==> config.mk <==
export PLATFORM = sky130hd
export DESIGN_NAME = vmhs_ctrl
export DESIGN_NICKNAME = d
export VERILOG_FILES = /design/src/rtl/vmhs_pkg.sv /design/src/rtl/vmhs_ctrl.sv
export SDC_FILE = /design/constraint.sdc
export NUM_CORES = 1
export LEC_CHECK = 0
export BUFFER_PORTS_ARGS = -buffer_cell sky130_fd_sc_hd__buf_2
export CAP_MARGIN = 20
export CORE_AREA = 2 2 39 41
export DETAILED_ROUTE_END_ITERATION = 12
export DIE_AREA = 0 0 41 43
export GPL_TIMING_DRIVEN = 0
export HOLD_SLACK_MARGIN = 0.15
export PLACE_DENSITY = 0.3
export SLEW_MARGIN = 25
export SYNTH_ARGS = -nofsm -noshare
export SYNTH_HDL_FRONTEND = slang
export SYNTH_SLANG_ARGS = --single-unit
==> constraint.sdc <==
create_clock -name clock -period 1 [get_ports clock]
set_clock_uncertainty 0.05 [all_clocks]
set_input_delay 0.15 -clock clock [delete_from_list [all_inputs] [get_ports clock]]
set_output_delay 0.15 -clock clock [all_outputs]
set_load 0.01 [all_outputs]
==> src/rtl/vmhs_pkg.sv <==
// Shared types and constants for the VM heap/stack allocator.
package vmhs_pkg;

   localparam int unsigned MEM_BYTES_DEF = 65536;
   localparam int unsigned CELL_BYTES    = 4;
   localparam int unsigned STACK_MARGIN  = 16 * CELL_BYTES;

   localparam int unsigned ADDR_W    = 17;   // heap_top and register width
   localparam int unsigned MODE_W    = 2;
   localparam int unsigned CELLS_W   = 14;
   localparam int unsigned REQ_A_W   = 32;
   localparam int unsigned HDR_W     = 15;
   localparam int unsigned STATUS_W  = 2;
   localparam int unsigned BLOCK_W   = 16;
   localparam int unsigned CSR_IDX_W = 2;

   // request modes
   localparam logic [MODE_W-1:0] MODE_ALLOC   = 2'd0;
   localparam logic [MODE_W-1:0] MODE_POP     = 2'd1;
   localparam logic [MODE_W-1:0] MODE_RELEASE = 2'd2;
   localparam logic [MODE_W-1:0] MODE_CHECK   = 2'd3;

   // status codes
   localparam logic [STATUS_W-1:0] ST_OK       = 2'd0;
   localparam logic [STATUS_W-1:0] ST_HEAP_LOW = 2'd1;
   localparam logic [STATUS_W-1:0] ST_INVALID  = 2'd2;

   // register indexes
   localparam logic [CSR_IDX_W-1:0] CSR_HEAP_BASE     = 2'd0;
   localparam logic [CSR_IDX_W-1:0] CSR_STACK_POINTER = 2'd1;
   localparam logic [CSR_IDX_W-1:0] CSR_MEMORY_SIZE   = 2'd2;

   // register reset values
   localparam logic [ADDR_W-1:0] HEAP_BASE_RST = 17'd0;
   localparam logic [ADDR_W-1:0] SP_RST        = 17'd65532;
   localparam logic [ADDR_W-1:0] MEM_SIZE_RST  = 17'd65536;

   // controller to datapath
   typedef struct packed {
      logic clr_en;   // clearing pass writes one header entry
      logic accept;   // request taken: capture fields, read header
      logic commit;   // result to output register, state update
   } cmd_type;

   // datapath to controller
   typedef struct packed {
      logic clr_last; // last header entry being cleared
      logic out_free; // output register can take a result
   } sts_type;

endpackage

==> src/rtl/vmhs_ctrl.sv <==
// Controller state machine: clearing pass, request accept and commit.
module vmhs_ctrl (
   input  logic              clock,
   input  logic              reset,
   input  logic              req_valid,
   output logic              req_stall,
   input  vmhs_pkg::sts_type sts,
   output vmhs_pkg::cmd_type cmd
);
   import vmhs_pkg::*;

   localparam logic [1:0] S_CLEAR = 2'd0;
   localparam logic [1:0] S_IDLE  = 2'd1;
   localparam logic [1:0] S_EXEC  = 2'd2;

   logic [1:0] state_ff;
   logic [1:0] state_in;

   always_comb begin
      state_in   = state_ff;
      cmd        = '0;
      req_stall  = 1'b1;
      unique case (state_ff)
         S_CLEAR: begin
            cmd.clr_en = 1'b1;
            if (sts.clr_last) begin
               state_in = S_IDLE;
            end
         end
         S_IDLE: begin
            req_stall  = 1'b0;
            cmd.accept = req_valid;
            if (req_valid) begin
               state_in = S_EXEC;
            end
         end
         S_EXEC: begin
            // header read data is valid here; wait for room at the output
            if (sts.out_free) begin
               cmd.commit = 1'b1;
               state_in   = S_IDLE;
            end
         end
         default: begin
            state_in = S_CLEAR;
         end
      endcase
   end

   always_ff @(posedge clock) begin
      if (reset) begin
         state_ff <= S_CLEAR;
      end else begin
         state_ff <= state_in;
      end
   end

endmodule

==> flow_summary.ini, run 1 <==
[global_route]
grt_max_degree = 8
grt_pass1_vias = 150
top_usage_layer = met1
antenna_found_initial = 0
met2_usage_pct = 5.94
grt_use_met1_pct = 6.05
grt_first_pass_wirelength_microns = 586
grt_remaining_overflow = 0
track_usage_pct = 5.61
use_met3_pct = 4.71

[setup_path]
cp_top_family = flip-flops
critPathCaptureType = output pin
ff2ff_path_depth = 3
arrival_ns = 0.92
slowest_delay_ns = 0.35
path_max_fanout = 7
cp_slowest_cell = dfxtp_4
reg2reg_from = state_ff[1]
critPathRequiredTime_ns = 0.80
critPathKind = reg2out
start_kind = register
ff2ff_setup_slack_ns = 0.01
path_buf_inv = 1
rr_endpoint = state_ff[1]
path_cells = and3b_1, buf_2

[placed_design]
gp_congestion = 0.572
hpwl_microns = 246
dp.cells = 37
dp_slack_ns = 0.0529
port_buffers = 8

[clocking]
clk_path_buf_depth = 2
clk_pin_slew_ns = 0.03
clkLatencyLatePin_ns = 0.22
clock-sinks = 2
cts_root_buf = clkbuf_4
cts_tree = yes
h-tree-depth = 1
numCtsBuffers = 3

[drt]
via_per_inst = 3.19
wl_per_cell_microns = 8.02
vias = 134
drc = 0
drt_pass1_iterations = 2
ant_nets = 0
drt_wl_total_microns = 337
drt_iter0_drc = 2

[yosys]
ys_seq_elements = 2
netlist_instances = 13
netlist-cell-type-count = 10
synth_top_area_share_pct = 34.4
yosysSeqAreaShare_pct = 34.4
syn-num-nets = 18
synth.largest_area_cell = dfxtp_1
syn_avg_cell_area_sq_um = 8.95
netlist_top_cells_area = dfxtp_1 (34%), a311oi_2 (13%), nand2b_1 (11%)
syn_area_sq_um = 116
ys_warn_count = 0

[min_path]
min_to = state_ff[0]
hold-path-cell-count = 3
hp-class = in2reg
hold_path_startpoint = req_valid

[sta]
max_freq_ghz = 0.895
fin_crit_sh_pct = 112
grt_setup_unrepaired = yes
maxSlewViolCount = 0
worstMarginPinSlew_ns = 0.196
slew_headroom_pct = 87.0
layout_setup_ws_ns = -0.117
setup_viol = 3
hold_violations = 0
period_needed_ns = 1.12
holdWs_ns = 0.166
fin_setup_tns_ns = -0.212

[floorplanning]
ios = 9
core_sq_mm = 0.00138
fp.dieW_microns = 41
initial_core_util_pct = 8.41
die_h_microns = 43
fp-row-count = 14
dieArea_sq_mm = 0.00176

[run]
drv_cap = 0

[layout]
layout_commonest_cell = buf_2
regMostFlops = state_ff
instances_no_fill = 42
largest_register_ffs = 2
utilization_pct = 16.5
drive_gt1_share_pct = 65.4
mostFrequentLayoutCells = buf_2 (8), clkbuf_4 (3), nand2b_1 (2), dfxtp_4 (2)
nets = 33
insertedDiodeCount = 0
reg_top3 = state_ff: 2 flops
area_growth_pct = 96.8
nFillCells = 156

[power]
leakagePower_nw = 0.110
power.density_mw_per_mm2 = 1470
ir_drop_v = 0.000463

[run_status]
violations = negative setup slack
status = finished with violations
## worst register-to-register path, stage by stage (launching register included)
cell and delay [ns]:
dfxtp_4 0.36, and3b_1 0.18, buf_4 0.13, o21ba_1 0.16
## power breakdown
| part | leakage, nW | switching [W] | internal (W) |
|---|---|---|---|
| logic | 0.0788 | 0.0000265 | 0.0000348 |
| registers | 0.0178 | 0.0000103 | 0.0000860 |
| clock network | 0.0138 | 0.0000454 | 0.000132 |
| total | 0.110 | 0.0000823 | 0.000253 |
## cells by family after synthesis
| family | Yosys count | share of synthesized area (%) |
|---|---|---|
| simple gates | 7 | 34.4 |
| compound gates | 3 | 28.0 |
| buf+inv | 1 | 3.22 |
| flops | 2 | 34.4 |
## layout make-up
| class | count | area [sq um] | share of cell area, % |
|---|---|---|---|
| clock buffer | 3 | 22.5 | 9.84 |
| inverter | 1 | 3.75 | 1.64 |
| multi-input combinational | 10 | 77.6 | 33.9 |
| sequential | 2 | 47.5 | 20.8 |
| tap | 16 | 20.0 | 8.74 |
| timing repair buffer | 10 | 57.6 | 25.1 |
## stage by stage
step,cell area [sq um],total power (W)
after global routing,229,0.000370
after detailed placement,176,0.000151
after global placement,176,0.000150
final,229,0.000335
after CTS,214,0.000347
after floorplan,116,0.000125
## Yosys cell counts
cell / n
a311oi_2: 1
and3b_1: 1
dfxtp_1: 2
inv_1: 1
nand2_1: 1
nand2b_1: 2
nor2_1: 2
nor3b_1: 1
o21a_1: 1
o21ba_1: 1
## metal layers
layer | share of wire (%) | vias to the layer above | routed length [microns]
met5 | 0 | - | 0
met4 | 0 | 0 | 0
met3 | 21 | 0 | 70
met2 | 30 | 9 | 100
met1 | 49 | 52 | 165
li1 | - | 73 | -
## how the worst max path moves through the flow
stage           startpoint          end  slack [ns]  depth (start not counted)
6_report       state_ff[1]       cmd[1]       -0.12                          2
3_3_place_gp   state_ff[1]  state_ff[1]        0.06                          2
5_1_grt        state_ff[1]       cmd[1]       -0.16                          2
2_1_floorplan  state_ff[1]  state_ff[1]        0.07                          2
4_1_cts        state_ff[1]       cmd[1]       -0.12                          2
3_5_place_dp   state_ff[1]  state_ff[1]        0.05                          2
## repair_timing
item | in CTS | in global routing
pin swaps | 0 | 2
endpoints found under the hold margin | 1 | 0
endpoints found under the setup margin | 4 | 4
hold buffers | 1 | 0
buffers inserted | 0 | 1
gates resized for setup | 3 | 3
No activity file was read; power rests on OpenSTA's default activity.
==> run 2: changes to the inputs <==
--- a/config.mk
+++ b/config.mk
@@ -5,7 +5,7 @@
 export SDC_FILE = /design/constraint.sdc
 export NUM_CORES = 1
 export LEC_CHECK = 0
-export BUFFER_PORTS_ARGS = -buffer_cell sky130_fd_sc_hd__buf_2
+export BUFFER_PORTS_ARGS = -buffer_cell sky130_fd_sc_hd__buf_4
 export CAP_MARGIN = 20
 export CORE_AREA = 2 2 39 41
 export DETAILED_ROUTE_END_ITERATION = 12
==> run 2 against run 1 <==
Effect of this change:
- the run still ends with negative setup slack left
- non-clock buffer count up 1
- sequential power is 0.5% lower
- clock power barely moved
- combinational power rose by 29%
- sequential cell count stayed put
- critical path type unchanged
==> flow_summary.ini, run 2 (synthesized netlist as in run 1, its figures left out) <==
[run_status]
status = finished with violations
violations = negative setup slack

[sta]
max_freq_ghz = 0.897
layout_setup_ws_ns = -0.115
hold_violations = 0
slew_headroom_pct = 87.9
period_needed_ns = 1.11
fin_crit_sh_pct = 111
worstMarginPinSlew_ns = 0.182
maxSlewViolCount = 0
setup_viol = 5
grt_setup_unrepaired = yes
fin_setup_tns_ns = -0.258

[clocking]
cts_tree = yes
numCtsBuffers = 3
clkLatencyLatePin_ns = 0.23
h-tree-depth = 1
clk_pin_slew_ns = 0.03
clock-sinks = 2
cts_root_buf = clkbuf_4
clk_path_buf_depth = 2

[setup_path]
critPathKind = reg2out
ff2ff_setup_slack_ns = -0.04
path_cells = and3b_2, buf_6
reg2reg_from = state_ff[1]
ff2ff_path_depth = 3
critPathRequiredTime_ns = 0.80
startpoint = state_ff[1]
start_kind = register
rr_endpoint = state_ff[1]
arrival_ns = 0.91
critPathCaptureType = output pin
path_max_fanout = 6
slowest_delay_ns = 0.35
cp_slowest_cell = dfxtp_4

[layout]
fin_area_sq_um = 262
regMostFlops = state_ff
drive_gt1_share_pct = 70.4
insertedDiodeCount = 0
ff_latch_area_sq_um = 47.5
utilization_pct = 18.9
reg_top3 = state_ff: 2 flops
nets = 34
area_growth_pct = 125
nFillCells = 153
mostFrequentLayoutCells = buf_4 (9), clkbuf_4 (3), nand2b_1 (2), dfxtp_4 (2)
layout_commonest_cell = buf_4
largest_register_ffs = 2
multi_input_area_sq_um = 78.8

[drt]
drc = 0
ant_nets = 0
wl_met1_microns = 177
via_per_inst = 3.35
drt_wl_total_microns = 353
drt_iter0_drc = 1
drt_pass1_iterations = 2
wl_met3_microns = 81
vias = 144
wl_per_cell_microns = 8.21
highest_layer = met3
routed-wl-met2_microns = 94

[min_path]
hold_path_startpoint = req_valid
min_to = state_ff[0]
hold-path-cell-count = 3
hp-class = in2reg

[placed_design]
gp_congestion = 0.623
hpwl_microns = 252
dp_slack_ns = 0.0410
port_buffers = 8
place_area_sq_um = 196

[power]
power_frac_comb_pct = 22.3
clockPowerShare_pct = 50.8
internal_power_w = 0.000269
switching_share_pct = 24.5
power.density_mw_per_mm2 = 1360
p_sw_w = 0.0000871
leakagePower_nw = 0.123
ir_drop_v = 0.000681
seq_power_share_pct = 26.9

[floorplanning]
fp-row-count = 14
core_sq_mm = 0.00138
fp.dieW_microns = 41
dieArea_sq_mm = 0.00176
initial_core_util_pct = 8.41
die_h_microns = 43
ios = 9

[global_route]
antenna_found_initial = 0
grt_remaining_overflow = 0
grt_first_pass_wirelength_microns = 586
grt_max_degree = 8
track_usage_pct = 5.51
grt_pass1_vias = 141

[run]
drv_cap = 0
[run 2: cell count changes in the layout (fill, tap and decap cells not counted)]
cell     delta
and3b_1     -1
and3b_2     +1
buf_2       -8
buf_4       +8
buf_6       +1
[run 2: per-layer routing]
layer | up-vias | track usage [%]
li1 | 74 | -
met1 | 58 | 6.69
met2 | 12 | 5.94
met3 | 0 | 6.28
met4 | 0 | 2.00
met5 | - | 0
[run 2: final cells by class]
type | count | share of cell area (%)
inverters | 1 | 1.44
clock buffers | 3 | 8.61
multi-input cells | 10 | 30.1
repair buffers | 11 | 34.0
flip-flops and latches | 2 | 18.2
well taps | 16 | 7.66
[run 2: worst max-delay path by stage]
stage / end / slack, ns / depth (start not counted)
after floorplan: state_ff[1] / 0.07 / 2
after global placement: state_ff[1] / 0.05 / 2
after detailed placement: state_ff[1] / 0.04 / 2
after CTS: cmd[1] / -0.11 / 2
after global routing: cmd[1] / -0.15 / 2
final: cmd[1] / -0.11 / 2
[run 2: power groups by stage]
stage,clock network (W),logic (W),registers [W]
after global placement,0,0.0000656,0.0000968
final,0.000181,0.0000793,0.0000958
after floorplan,0,0.0000304,0.0000948
after detailed placement,0,0.0000659,0.0000968
after global routing,0.000197,0.0000877,0.0000987
after CTS,0.000189,0.0000782,0.0000963
[run 2: worst max-delay path, delay by kind of cell (launching register included)]
family                 cells  cell delay [ns]
buffers and inverters      1             0.10
flip-flops                 1             0.35
AND/OR/NAND/NOR            1             0.25
[run 2: what timing repair did]
action	4_1_cts	5_1_grt
pin swaps	2	1
endpoints found under the hold margin	2	0
endpoints found under the setup margin	4	6
buffers inserted	2	0
gates resized for setup	4	4
hold buffers	1	0
[run 2: metrics by stage]
step                      instances  hold WS (ns)  power (W)
after floorplan                  13         0.168   0.000125
final                            43         0.144   0.000356
after global routing             43         0.157   0.000383
after global placement           37         0.276   0.000162
after detailed placement         37         0.275   0.000163
after CTS                        43         0.138   0.000363
==> run 3: changes to the inputs <==
==> constraint.sdc (replaced) <==
create_clock -name clock -period 1 [get_ports clock]
set_clock_uncertainty 0.05 [all_clocks]
set_input_delay 0.15 -clock clock [delete_from_list [all_inputs] [get_ports clock]]
set_output_delay 0.15 -clock clock [all_outputs]
set_load 0.02 [all_outputs]
==> run 3 against run 2 <==
Effect of this change:
- global-route usage stayed put
- the flow still finishes with violations (negative setup slack)
- final area up 1.4%
- clock-buffer cell count is the same
- die area unchanged
==> flow_summary.ini, run 3 (synthesized netlist as in run 1, its figures left out) <==
[floorplanning]
die_h_microns = 43
core_sq_mm = 0.00138
fp-row-count = 14
ios = 9
fp.dieW_microns = 41
initial_core_util_pct = 8.41
dieArea_sq_mm = 0.00176

[power]
seq_power_share_pct = 25.9
clockPowerShare_pct = 48.8
leakagePower_nw = 0.125
power.density_mw_per_mm2 = 1390
p_total_w = 0.000370
power_frac_comb_pct = 25.2
internal_power_w = 0.000272
switching_share_pct = 26.5
ir_drop_v = 0.000684
p_sw_w = 0.0000978

[sta]
fin_crit_sh_pct = 113
max_freq_ghz = 0.885
maxSlewViolCount = 0
slew_headroom_pct = 87.9
grt_setup_unrepaired = yes
holdWs_ns = 0.157
worstMarginPinSlew_ns = 0.182
hold_violations = 0
setup_viol = 5
period_needed_ns = 1.13
layout_setup_ws_ns = -0.130

[placed_design]
dp.cells = 37
hpwl_microns = 252
gp_congestion = 0.623
place_area_sq_um = 196
port_buffers = 8

[drt]
drc = 0
drt_wl_total_microns = 353
ant_nets = 0
drt_iter0_drc = 1
drt_pass1_iterations = 2
wl_per_cell_microns = 8.21
vias = 144
via_per_inst = 3.35

[global_route]
grt_first_pass_wirelength_microns = 586
antenna_found_initial = 0
grt_remaining_overflow = 0
track_usage_pct = 5.51
grt_max_degree = 8
grt_pass1_vias = 141

[layout]
instances_no_fill = 43
drive_gt1_share_pct = 70.4
ff_latch_area_sq_um = 47.5
fin_area_sq_um = 265
reg_top3 = state_ff: 2 flops
area_growth_pct = 128
mostFrequentLayoutCells = buf_4 (8), clkbuf_4 (3), nand2b_1 (2), buf_6 (2), dfxtp_4 (2)
regMostFlops = state_ff
multi_input_area_sq_um = 78.8
layout_commonest_cell = buf_4
nets = 34
largest_register_ffs = 2
nFillCells = 154
insertedDiodeCount = 0

[clocking]
clk_path_buf_depth = 2
clkLatencyLatePin_ns = 0.23
cts_tree = yes
clk_pin_slew_ns = 0.03
clock-sinks = 2
cts_root_buf = clkbuf_4
h-tree-depth = 1
numCtsBuffers = 3

[setup_path]
critPathRequiredTime_ns = 0.80
path_max_fanout = 6
start_kind = register
arrival_ns = 0.93
critPathCaptureType = output pin
critPathKind = reg2out

[run_status]
violations = negative setup slack
status = finished with violations

[run]
drv_cap = 0

[min_path]
hp-class = in2reg
==> run 3: changes by cell type in the layout (fill, tap and decap cells not counted) <==
cell   previous run  this run
buf_6             1         2
buf_4             9         8
==> run 3: critical path, stage by stage, from the launching register on <==
cell	delay, ns
dfxtp_4	0.35
and3b_2	0.25
buf_6	0.11
==> run 3: power by group through the flow <==
stage / registers [W] / clock network (W) / logic (W)
after global placement: 0.0000968 / 0 / 0.0000760
after detailed placement: 0.0000968 / 0 / 0.0000763
after CTS: 0.0000963 / 0.000189 / 0.0000920
after global routing: 0.0000987 / 0.000197 / 0.000101
after floorplan: 0.0000948 / 0 / 0.0000404
final: 0.0000958 / 0.000181 / 0.0000932
==> run 3: stage by stage <==
step	utilization (%)	TNS [ns]	setup WS, ns
floorplan	-	0	0.0157
global placement	14.2	0	0.0442
detailed placement	14.2	0	0.0306
CTS	18.5	-0.372	-0.127
global route	19.2	-0.529	-0.165
finish	19.2	-0.328	-0.130
==> run 3: final timing paths <==
path               start     endpoint  slack, ns  depth (start not counted)
max          state_ff[1]       cmd[1]      -0.13                          2
min reg2reg  state_ff[0]  state_ff[0]       0.50                          2
max reg2reg  state_ff[1]  state_ff[1]      -0.04                          3
min            req_valid  state_ff[0]       0.16                          3
==> run 3: repair_timing <==
action | CTS | global route
buffers inserted | 2 | 0
endpoints found under the setup margin | 4 | 6
pin swaps | 2 | 2
resized for setup | 5 | 4
hold buffers | 1 | 0
endpoints found under the hold margin | 2 | 0
==> run 3: area by class of cell <==
type | count | area share [%]
Tap cell | 16 | 7.55
Timing Repair Buffer | 11 | 34.9
Multi-Input combinational cell | 10 | 29.7
Clock buffer | 3 | 8.49
Inverter | 1 | 1.42
Sequential cell | 2 | 17.9
==> run 3: metal layers <==
| metal | part of all wire [%] | wire length, microns | GRT usage [%] |
|---|---|---|---|
| met3 | 22 | 79 | 6.28 |
| met1 | 50 | 175 | 6.69 |
| met5 | 0 | 0 | 0 |
| met2 | 27 | 97 | 5.94 |
| met4 | 0 | 0 | 2.00 |
